`src/epcs_pkg.sv`:
```
// Shared types and constants for the EEPROM page chunk sequencer.
// No dependencies; imported by epcs_ctrl and eeprom_page_chunk_sequencer.
`timescale 1ns / 1ps
`default_nettype none

package epcs_pkg;

  // Defaults for the top level parameters
  localparam int PAGE_SIZE_DEF  = 64;   // power of two, 2 to 256
  localparam int TIME_WIDTH_DEF = 32;   // 16 to 64

  // Fixed field widths
  localparam int ADDR_W   = 16;
  localparam int OFFS_W   = 15;
  localparam int CFG_W    = 16;
  localparam int ACTION_W = 3;

  // Configuration register indexes
  localparam logic REG_WRITE_DELAY  = 1'b0;
  localparam logic REG_ADDRESS_MASK = 1'b1;

  // Configuration reset values
  localparam logic [CFG_W-1:0] WRITE_DELAY_RST  = 16'd5000;
  localparam logic [CFG_W-1:0] ADDRESS_MASK_RST = 16'hFFFF;

  // Control and status part of one result beat
  typedef struct packed {
    logic [1:0] return_code;
    logic       issue_valid;
    logic       issue_write;
    logic [1:0] request_status;
    logic       busy_res;
  } epcs_status_t;

endpackage

`default_nettype wire

```
`src/epcs_ctrl.sv`:
```
// Sequencer state, configuration registers and per-beat next-state logic.
// Depends on epcs_pkg.
`timescale 1ns / 1ps
`default_nettype none

module epcs_ctrl
  import epcs_pkg::*;
#(
  parameter int PAGE_SIZE  = PAGE_SIZE_DEF,
  parameter int TIME_WIDTH = TIME_WIDTH_DEF
) (
  input  wire logic                          clk,
  input  wire logic                          rst,
  input  wire logic                          cfg_we,
  input  wire logic                          cfg_index,
  input  wire logic [CFG_W-1:0]              cfg_data,
  input  wire logic                          accept,
  input  wire logic [ACTION_W-1:0]           action,
  input  wire logic [ADDR_W-1:0]             base_address,
  input  wire logic [ADDR_W-1:0]             total_length,
  input  wire logic                          bus_accepts,
  input  wire logic [1:0]                    bus_status,
  input  wire logic [TIME_WIDTH-1:0]         now_time,
  output epcs_status_t                       res,
  output logic [ADDR_W-1:0]                  issue_address,
  output logic [$clog2(PAGE_SIZE+1)-1:0]     issue_length,
  output logic [OFFS_W-1:0]                  buffer_word_offset
);

  localparam int LEN_W  = $clog2(PAGE_SIZE + 1);
  localparam int PAGE_B = $clog2(PAGE_SIZE);

  localparam logic [2:0] ST_IDLE        = 3'd0;
  localparam logic [2:0] ST_READ_START  = 3'd1;
  localparam logic [2:0] ST_READ_WAIT   = 3'd2;
  localparam logic [2:0] ST_WRITE_START = 3'd3;
  localparam logic [2:0] ST_WRITE_WAIT  = 3'd4;
  localparam logic [2:0] ST_WRITE_DELAY = 3'd5;
  localparam logic [2:0] ST_ERROR       = 3'd6;

  localparam logic [ACTION_W-1:0] ACT_TICK  = 3'd0;
  localparam logic [ACTION_W-1:0] ACT_READ  = 3'd1;
  localparam logic [ACTION_W-1:0] ACT_WRITE = 3'd2;
  localparam logic [ACTION_W-1:0] ACT_ABORT = 3'd3;
  localparam logic [ACTION_W-1:0] ACT_INIT  = 3'd4;

  localparam logic [1:0] RC_OK      = 2'd0;
  localparam logic [1:0] RC_INVALID = 2'd1;
  localparam logic [1:0] RC_BUSY    = 2'd2;

  localparam logic [1:0] RS_IDLE     = 2'd0;
  localparam logic [1:0] RS_STARTED  = 2'd1;
  localparam logic [1:0] RS_DONE_OK  = 2'd2;
  localparam logic [1:0] RS_DONE_ERR = 2'd3;

  localparam logic [1:0] BS_DONE  = 2'd1;
  localparam logic [1:0] BS_ERROR = 2'd2;

  // Configuration
  logic [CFG_W-1:0] write_delay;
  logic [CFG_W-1:0] address_mask;

  // Sequencer state
  logic [2:0]            control_state,    control_state_next;
  logic                  request_active,   request_active_next;
  logic [ADDR_W-1:0]     current_address,  current_address_next;
  logic [ADDR_W-1:0]     remaining_length, remaining_length_next;
  logic [LEN_W-1:0]      chunk_length,     chunk_length_next;
  logic [OFFS_W-1:0]     word_offset,      word_offset_next;
  logic [TIME_WIDTH-1:0] ready_time,       ready_time_next;
  logic [1:0]            status_value,     status_value_next;

  // Chunk cutter operands and results
  logic [ADDR_W-1:0] adv_address;
  logic [OFFS_W-1:0] adv_offset;
  logic [ADDR_W-1:0] cut_address;
  logic [ADDR_W-1:0] cut_remaining;
  logic [LEN_W-1:0]  to_page_end;
  logic [LEN_W-1:0]  cut_part;
  logic [ADDR_W-1:0] cut_left;
  logic              cut_empty;

  logic [1:0] rc;
  logic       issue;
  logic       is_write;

  // Write configuration registers
  always_ff @(posedge clk) begin
    if (rst) begin
      write_delay  <= WRITE_DELAY_RST;
      address_mask <= ADDRESS_MASK_RST;
    end else if (cfg_we) begin
      if (cfg_index == REG_WRITE_DELAY) begin
        write_delay <= cfg_data;
      end else begin
        address_mask <= cfg_data;
      end
    end
  end

  // Advance past the current chunk
  assign adv_address = current_address + ADDR_W'(chunk_length);
  assign adv_offset  = word_offset + OFFS_W'(chunk_length >> 1);

  // Cut the next chunk: up to the page end, at most what is left
  assign cut_address   = (control_state == ST_IDLE) ? base_address : adv_address;
  assign cut_remaining = (control_state == ST_IDLE) ? total_length : remaining_length;
  assign to_page_end   = LEN_W'(PAGE_SIZE) - LEN_W'(cut_address[PAGE_B-1:0]);
  assign cut_part      = (cut_remaining < ADDR_W'(to_page_end)) ?
                         cut_remaining[LEN_W-1:0] : to_page_end;
  assign cut_left      = cut_remaining - ADDR_W'(cut_part);
  assign cut_empty     = (cut_part == '0);

  // Next state and result for the beat on the input
  always_comb begin
    control_state_next    = control_state;
    request_active_next   = request_active;
    current_address_next  = current_address;
    remaining_length_next = remaining_length;
    chunk_length_next     = chunk_length;
    word_offset_next      = word_offset;
    ready_time_next       = ready_time;
    status_value_next     = status_value;
    rc                    = RC_OK;
    issue                 = 1'b0;
    is_write              = 1'b0;

    if (control_state != ST_IDLE && action == ACT_ABORT) begin
      request_active_next = 1'b0;
    end else if (control_state != ST_IDLE && action != ACT_TICK) begin
      rc = RC_INVALID;
    end else begin
      case (control_state)
        ST_IDLE: begin
          if (action == ACT_READ || action == ACT_WRITE) begin
            request_active_next   = 1'b1;
            status_value_next     = RS_STARTED;
            current_address_next  = base_address;
            remaining_length_next = cut_left;
            chunk_length_next     = cut_part;
            word_offset_next      = '0;
            if (cut_empty) begin
              status_value_next   = RS_DONE_OK;
              request_active_next = 1'b0;
            end else begin
              control_state_next = (action == ACT_READ) ? ST_READ_START : ST_WRITE_START;
            end
          end else if (action != ACT_INIT) begin
            rc = RC_INVALID;
          end
        end
        ST_READ_START, ST_WRITE_START: begin
          if (!request_active) begin
            control_state_next = ST_ERROR;
          end else begin
            issue    = 1'b1;
            is_write = (control_state == ST_WRITE_START);
            if (!bus_accepts) begin
              status_value_next = RS_IDLE;
              rc                = RC_BUSY;
            end else begin
              control_state_next = is_write ? ST_WRITE_WAIT : ST_READ_WAIT;
            end
          end
        end
        ST_WRITE_WAIT: begin
          if (bus_status == BS_DONE) begin
            ready_time_next    = now_time + TIME_WIDTH'(write_delay);
            control_state_next = ST_WRITE_DELAY;
          end else if (bus_status == BS_ERROR) begin
            control_state_next = ST_ERROR;
          end
        end
        ST_WRITE_DELAY, ST_READ_WAIT: begin
          if ((control_state == ST_WRITE_DELAY) ? (now_time > ready_time)
                                                : (bus_status == BS_DONE)) begin
            if (!request_active) begin
              control_state_next = ST_ERROR;
            end else begin
              current_address_next  = adv_address;
              word_offset_next      = adv_offset;
              remaining_length_next = cut_left;
              chunk_length_next     = cut_part;
              if (cut_empty) begin
                status_value_next   = RS_DONE_OK;
                request_active_next = 1'b0;
                control_state_next  = ST_IDLE;
              end else begin
                control_state_next = (control_state == ST_WRITE_DELAY) ?
                                     ST_WRITE_START : ST_READ_START;
              end
            end
          end else if (control_state == ST_READ_WAIT && bus_status == BS_ERROR) begin
            control_state_next = ST_ERROR;
          end
        end
        ST_ERROR: begin
          if (request_active) begin
            status_value_next = RS_DONE_ERR;
          end
          control_state_next = ST_IDLE;
        end
        default: begin
          control_state_next = ST_IDLE;
          rc                 = RC_INVALID;
        end
      endcase
    end
  end

  // Drive the result
  always_comb begin
    res.return_code    = rc;
    res.issue_valid    = issue;
    res.issue_write    = issue & is_write;
    res.request_status = status_value_next;
    res.busy_res       = (control_state_next != ST_IDLE);
    issue_address      = issue ? (current_address & address_mask) : '0;
    issue_length       = issue ? chunk_length : '0;
    buffer_word_offset = issue ? word_offset : '0;
  end

  // Advance state on each accepted beat
  always_ff @(posedge clk) begin
    if (rst) begin
      control_state    <= ST_IDLE;
      request_active   <= 1'b0;
      current_address  <= '0;
      remaining_length <= '0;
      chunk_length     <= '0;
      word_offset      <= '0;
      ready_time       <= '0;
      status_value     <= RS_IDLE;
    end else if (accept) begin
      control_state    <= control_state_next;
      request_active   <= request_active_next;
      current_address  <= current_address_next;
      remaining_length <= remaining_length_next;
      chunk_length     <= chunk_length_next;
      word_offset      <= word_offset_next;
      ready_time       <= ready_time_next;
      status_value     <= status_value_next;
    end
  end

`ifndef NO_ASSERTIONS
  // A pending chunk is never empty and never crosses a page boundary
  a_chunk_in_page: assert property (@(posedge clk) disable iff (rst)
    (control_state == ST_READ_START || control_state == ST_WRITE_START ||
     control_state == ST_READ_WAIT || control_state == ST_WRITE_WAIT)
    |-> (chunk_length != '0) &&
        ((LEN_W + 1)'(current_address[PAGE_B-1:0]) + (LEN_W + 1)'(chunk_length)
         <= (LEN_W + 1)'(PAGE_SIZE)))
    else $error("chunk length out of page");

  // A tick in the error state always returns to idle
  a_error_one_beat: assert property (@(posedge clk) disable iff (rst)
    (accept && control_state == ST_ERROR && action == ACT_TICK)
    |=> (control_state == ST_IDLE))
    else $error("error state did not return to idle");

  // Sequencer state only moves on an accepted beat
  a_hold_without_beat: assert property (@(posedge clk) disable iff (rst)
    !accept |=> $stable(control_state) && $stable(current_address) &&
                $stable(remaining_length) && $stable(word_offset))
    else $error("state changed without a beat");

  // A request drops only through a beat or reset
  a_active_drop: assert property (@(posedge clk)
    $fell(request_active) |-> ($past(accept) || $past(rst)))
    else $error("request dropped without a beat");

  // Issuing a command keeps the sequencer busy
  a_issue_busy: assert property (@(posedge clk) disable iff (rst)
    (accept && res.issue_valid) |-> res.busy_res)
    else $error("command issued while going idle");
`endif

endmodule

`default_nettype wire

```
`src/eeprom_page_chunk_sequencer.sv`:
```
// Top level of the EEPROM page chunk sequencer: stream ports and result register.
// Depends on epcs_pkg and epcs_ctrl.
//
//  Channel  Direction  Handshake          Payload (low bit up)
//  s_*      in         s_tvalid/s_tready  tuser: action; tdata: base_address,
//                                         total_length, bus_accepts, bus_status, now_time
//  m_*      out        m_tvalid/m_tready  tdata: return_code, issue_valid, issue_write,
//                                         issue_address, issue_length, buffer_word_offset,
//                                         request_status, busy_res
//  cfg_*    in         cfg_we             cfg_index selects register, cfg_data value
//
// One beat per cycle in both directions while the m side is not stalled; each input
// beat yields one result beat in the following cycle, set by the single result register after the state logic.
// Reset (rst, synchronous) clears the sequencer to idle, an empty result register
// and the register defaults; no clearing pass follows.
// A stalled m side holds the result; s_tready stays high while it is taken.
`timescale 1ns / 1ps
`default_nettype none

module eeprom_page_chunk_sequencer
  import epcs_pkg::*;
#(
  parameter int PAGE_SIZE  = PAGE_SIZE_DEF,
  parameter int TIME_WIDTH = TIME_WIDTH_DEF
) (
  input  wire logic                                    clk,
  input  wire logic                                    rst,
  // Configuration write port
  input  wire logic                                    cfg_we,
  input  wire logic                                    cfg_index,
  input  wire logic [CFG_W-1:0]                        cfg_data,
  // Input stream
  input  wire logic                                    s_tvalid,
  output logic                                         s_tready,
  // tuser: action[2:0]
  input  wire logic [ACTION_W-1:0]                     s_tuser,
  // tdata: base_address[15:0], total_length[31:16], bus_accepts[32],
  //        bus_status[34:33], now_time[35 +: TIME_WIDTH], zero pad
  input  wire logic [((2*ADDR_W+3+TIME_WIDTH+7)/8)*8-1:0] s_tdata,
  // Result stream
  output logic                                         m_tvalid,
  input  wire logic                                    m_tready,
  // tdata: return_code[1:0], issue_valid[2], issue_write[3], issue_address[19:4],
  //        issue_length[20 +: LEN_W], buffer_word_offset, request_status,
  //        busy_res, zero pad
  output logic [((ADDR_W+OFFS_W+7+$clog2(PAGE_SIZE+1)+7)/8)*8-1:0] m_tdata
);

  localparam int LEN_W    = $clog2(PAGE_SIZE + 1);
  localparam int OUT_BITS = ADDR_W + OFFS_W + 7 + LEN_W;
  localparam int OUT_W    = ((OUT_BITS + 7) / 8) * 8;
  localparam int NOW_LSB  = 2 * ADDR_W + 3;

  logic accept;

  epcs_status_t      cur_status;
  logic [ADDR_W-1:0] cur_address;
  logic [LEN_W-1:0]  cur_length;
  logic [OFFS_W-1:0] cur_offset;

  // Result register
  epcs_status_t      out_status;
  logic [ADDR_W-1:0] out_address;
  logic [LEN_W-1:0]  out_length;
  logic [OFFS_W-1:0] out_offset;

  // Take a beat whenever the result register is free or being emptied
  assign s_tready = !m_tvalid || m_tready;
  assign accept   = s_tvalid && s_tready;

  epcs_ctrl #(
    .PAGE_SIZE  (PAGE_SIZE),
    .TIME_WIDTH (TIME_WIDTH)
  ) u_ctrl (
    .clk                (clk),
    .rst                (rst),
    .cfg_we             (cfg_we),
    .cfg_index          (cfg_index),
    .cfg_data           (cfg_data),
    .accept             (accept),
    .action             (s_tuser),
    .base_address       (s_tdata[ADDR_W-1:0]),
    .total_length       (s_tdata[2*ADDR_W-1:ADDR_W]),
    .bus_accepts        (s_tdata[2*ADDR_W]),
    .bus_status         (s_tdata[2*ADDR_W+2:2*ADDR_W+1]),
    .now_time           (s_tdata[NOW_LSB +: TIME_WIDTH]),
    .res                (cur_status),
    .issue_address      (cur_address),
    .issue_length       (cur_length),
    .buffer_word_offset (cur_offset)
  );

  // Hold valid until the result beat is taken
  always_ff @(posedge clk) begin
    if (rst) begin
      m_tvalid <= 1'b0;
    end else if (accept) begin
      m_tvalid <= 1'b1;
    end else if (m_tready) begin
      m_tvalid <= 1'b0;
    end
  end

  // Load the result payload on each accepted beat
  always_ff @(posedge clk) begin
    if (accept) begin
      out_status  <= cur_status;
      out_address <= cur_address;
      out_length  <= cur_length;
      out_offset  <= cur_offset;
    end
  end

  // Pack the result beat
  assign m_tdata = OUT_W'({out_status.busy_res, out_status.request_status, out_offset,
                           out_length, out_address, out_status.issue_write,
                           out_status.issue_valid, out_status.return_code});

endmodule

`default_nettype wire
```
`config.mk`:
```
export PLATFORM = sky130hd
export DESIGN_NAME = eeprom_page_chunk_sequencer
export DESIGN_NICKNAME = d
export VERILOG_FILES = /design/src/epcs_pkg.sv /design/src/epcs_ctrl.sv /design/src/eeprom_page_chunk_sequencer.sv
export SDC_FILE = /design/constraint.sdc
export NUM_CORES = 1
export LEC_CHECK = 0
export BUFFER_PORTS_ARGS = -buffer_cell sky130_fd_sc_hd__buf_4
export CORE_MARGIN = 2
export CORE_UTILIZATION = 58
export DETAILED_ROUTE_END_ITERATION = 6
export PLACE_DENSITY_LB_ADDON = 0.25
export SLEW_MARGIN = 20
export SYNTH_ARGS = -nofsm -noshare
export SYNTH_HDL_FRONTEND = slang
export SYNTH_HIERARCHICAL = 1
export SYNTH_SLANG_ARGS = --single-unit
export TNS_END_PERCENT = 20
```
`constraint.sdc`:
```
create_clock -name clk -period 8.5 [get_ports clk]
set_clock_uncertainty 0.1 [all_clocks]
set_input_delay 1.275 -clock clk [delete_from_list [all_inputs] [get_ports clk]]
set_output_delay 1.275 -clock clk [all_outputs]
set_load 0.01 [all_outputs]
```
==> flow_summary.toml <==
[setup_path]
path_cells = "nor3_4 > buf_4 > mux2i_1 > inv_1 > ha_1 > a21o_1 > a21o_1 > a221o_1 > nor2_4 > mux2i_1 > inv_1 > ha_1 > nor2b_1 > o2111ai_1 > nand3_1 > a211oi_1 > o21ai_0 > nor2_1 > o2111ai_1 > a31oi_1"
end_kind = "flop"
critPathKind = "reg -> reg"
ff2ff_path_depth = 20
path_delay_family = "compound AO/OA/AOI/OAI gates"
reg2reg_slack_ps = 1940
crit_buf_inv = 3
rr_endpoint = "u_ctrl/remaining_length[15]"
r2r_start = "u_ctrl/control_state[1]"
critPathMaxStageDelay_ps = 670
required_ps = 8740
crit_slowest_cell = "nor3_4"
cp_num_cells = 20
crit_path_start_kind = "flop"
cp_max_fo = 31
cp.arrival_ps = 6800

[synth]
netlist-cell-type-count = 79
yosys_warnings = 6
synth.avg_cell_area_sq_um = 8.30
ys_ff_latch = 170
ys.flop_type = "dfxtp_1"
synth_edf_count = 45
async_reset_ff_frac = 0
syn_inst = 1308
syn_area_sq_mm = 0.0109
seq_area_frac_synth = 0.355
yosys.area.top_type_share = 0.230
synth_top_area_cell = "dfxtp_1"
ys_top_cells_by_area = "dfxtp_1 (23%), edfxtp_1 (12%), ha_1 (8.6%), nand2_1 (5.6%), a21oi_1 (4.9%)"
synthTopCellsByCount = "nand2_1 (162), dfxtp_1 (125), nor2_1 (113)"
synth.most_common_cell = "nand2_1"

[timing]
slew_headroom = 0.285
max_freq_mhz = 153
holdWs_ps = 351
rsz0062_at_grt = "no"
tns_ps = 0
max_slew.worst_pin.slew_ps = 1070
timing.final.crit_period_ps = 6560
fin_ws_ps = 1940
period_share = 0.771
setup_viol = 0
drv_slew = 0
finalHoldViolations = 0

[place]
numPortBuffers = 138
placed_cell_area_sq_mm = 0.0120
gp_congestion = 0.966
dp_hpwl_microns = 19600
pre_cts_slack_ps = 2020

[cts]
clock-sinks = 170
cts_max_level = 4
cts_buffers = 17
clock-root-buffer = "clkbuf_16"
cts_resized = 0
clockBufferDepth = 2
cts.hold.buffers_added = 0
cts_tree = "done"
post_cts.repair.setup_buffers = 0
clk_latency_ps = 430
clk_pin_slew_worst_paths_ps = 70

[grt]
use_met1 = 0.370
grt_usage = 0.270
antenna_found_initial = 0
grt_max_degree = 87
gr-usage-met2 = 0.431
grt_use_met3 = 0.0530
grt_pass1_wl_microns = 43600
grt-ovfl-total = 0
grt_pass1_vias = 9046
busiest_layer = "met2"

[finish]
nets = 1580
drive_gt1_frac = 0.144
n_antenna_cell = 0
area_delta_synth_final_pct = 15.4
final_area_sq_mm = 0.0125

[detailed_routing]
vias_per_cell = 6.02
drtIter0Drc = 785
ant_nets = 0
drcViolationCount = 0
via_count = 9946
routed_wl_microns = 27100
drt_pass1_iterations = 5
wl_per_cell_microns = 16.4

[min_path]
hold_start = "u_ctrl/remaining_length[3]"
hp-class = "reg -> reg"
hold_depth = 2
min_to = "u_ctrl/remaining_length[3]"

[floorplanning]
die_width_microns = 141
ios = 147
start_util = 0.586
die_h_microns = 141
fp.dieArea_sq_mm = 0.0198
placementRows = 50
coreArea_sq_mm = 0.0185

[pwr]
power.leakage_nw = 5.18
irDropWorstVdd_mv = 0.149
power_density_mw_per_mm2 = 183
finalPower_mw = 2.30

[status]
status = "complete, no violations"

[job]
maxCapViolCount = 0
-- per-stage QoR --
step | utilization | instances
after floorplan | - | 1310
after global placement | 0.646 | 1619
after detailed placement | 0.646 | 1619
after CTS | 0.677 | 1651
after global routing | 0.677 | 1651
final | 0.677 | 1651
-- worst max-delay path by stage --
stage	end	from	slack, ps
2_1_floorplan	u_ctrl/remaining_length[15]	u_ctrl/control_state[1]	2370
3_3_place_gp	u_ctrl/remaining_length[8]	s_tdata[4]	2130
3_5_place_dp	u_ctrl/remaining_length[15]	s_tdata[4]	2020
4_1_cts	u_ctrl/remaining_length[8]	u_ctrl/control_state[0]	2050
5_1_grt	u_ctrl/remaining_length[8]	u_ctrl/control_state[1]	1560
6_report	u_ctrl/remaining_length[15]	u_ctrl/control_state[1]	1940
-- flip-flops by register name (all words and copies together), names as in the netlist, 7 cells and up --
register and count:
out_offset 15, u_ctrl/ready_time 32, u_ctrl/write_delay 16, u_ctrl/current_address 16, out_address 16, out_length 7, u_ctrl/chunk_length 7, u_ctrl/remaining_length 16
m_tdata 7, u_ctrl/address_mask 16, u_ctrl/word_offset 15
-- routing by layer --
metal | wire (microns) | vias to the layer above
met3 | 2080 | 46
met2 | 12300 | 363
met4 | 570 | 0
met5 | 0 | -
met1 | 12200 | 4618
li1 | - | 4919
-- final cells by class --
| class | count | area (sq um) |
|---|---|---|
| inverter | 69 | 259 |
| sequential | 170 | 3850 |
| tap | 234 | 293 |
| fill | 1576 | 5980 |
| clock buffer | 18 | 429 |
| clock inverter | 14 | 138 |
| timing repair buffer | 147 | 1100 |
| multi-input combinational | 999 | 6460 |
-- worst reg2reg max path, cell delays in order (launching register included) --
cell       delay (ps)
dfxtp_1           530
nor3_4            670
buf_4             470
mux2i_1           500
inv_1             160
ha_1              350
a21o_1            170
a21o_1            170
a221o_1           330
nor2_4            370
mux2i_1           390
inv_1              80
ha_1              290
nor2b_1           150
o2111ai_1         260
nand3_1           200
a211oi_1          530
o21ai_0           260
nor2_1            210
o2111ai_1         130
a31oi_1           180
-- cell usage in the layout (no fill, tap or decap), types with 10 or more instances in the layout --
| master | n |
|---|---|
| o21ai_0 | 49 |
| a311oi_1 | 15 |
| ha_1 | 75 |
| and2_1 | 30 |
| buf_4 | 147 |
| or3_1 | 16 |
| nand4_1 | 21 |
| o31ai_1 | 11 |
| a21o_1 | 20 |
| o211ai_1 | 10 |
| nor2b_1 | 15 |
| edfxtp_1 | 45 |
| a211o_1 | 16 |
| xor2_1 | 16 |
| a21oi_1 | 105 |
| and3_1 | 39 |
| nand2_1 | 162 |
| clkbuf_16 | 17 |
| inv_1 | 68 |
| dfxtp_1 | 125 |
| mux2i_1 | 18 |
| nand3_1 | 38 |
| nor3_1 | 32 |
| nor2_1 | 112 |
| xnor2_1 | 26 |
| a211oi_1 | 25 |
-- kinds of logic after synthesis --
kind of cell | Yosys count | share of synthesized area
AOI/OAI and AO/OA | 333 | 0.205
xor gates and xnor gates | 43 | 0.0361
adders and majority gates | 79 | 0.0938
buffers and inverters | 141 | 0.0530
DFF | 170 | 0.355
muxes | 24 | 0.0228
other | 1 | 0.000345
and+or+nand+nor | 517 | 0.235
-- power breakdown --
part | internal (mW) | total (mW) | switching, mW
Clock | 0.411 | 0.756 | 0.345
Sequential | 0.871 | 0.910 | 0.0392
Combinational | 0.262 | 0.630 | 0.368
Total | 1.54 | 2.30 | 0.752
(Power assumes the default switching activity.)
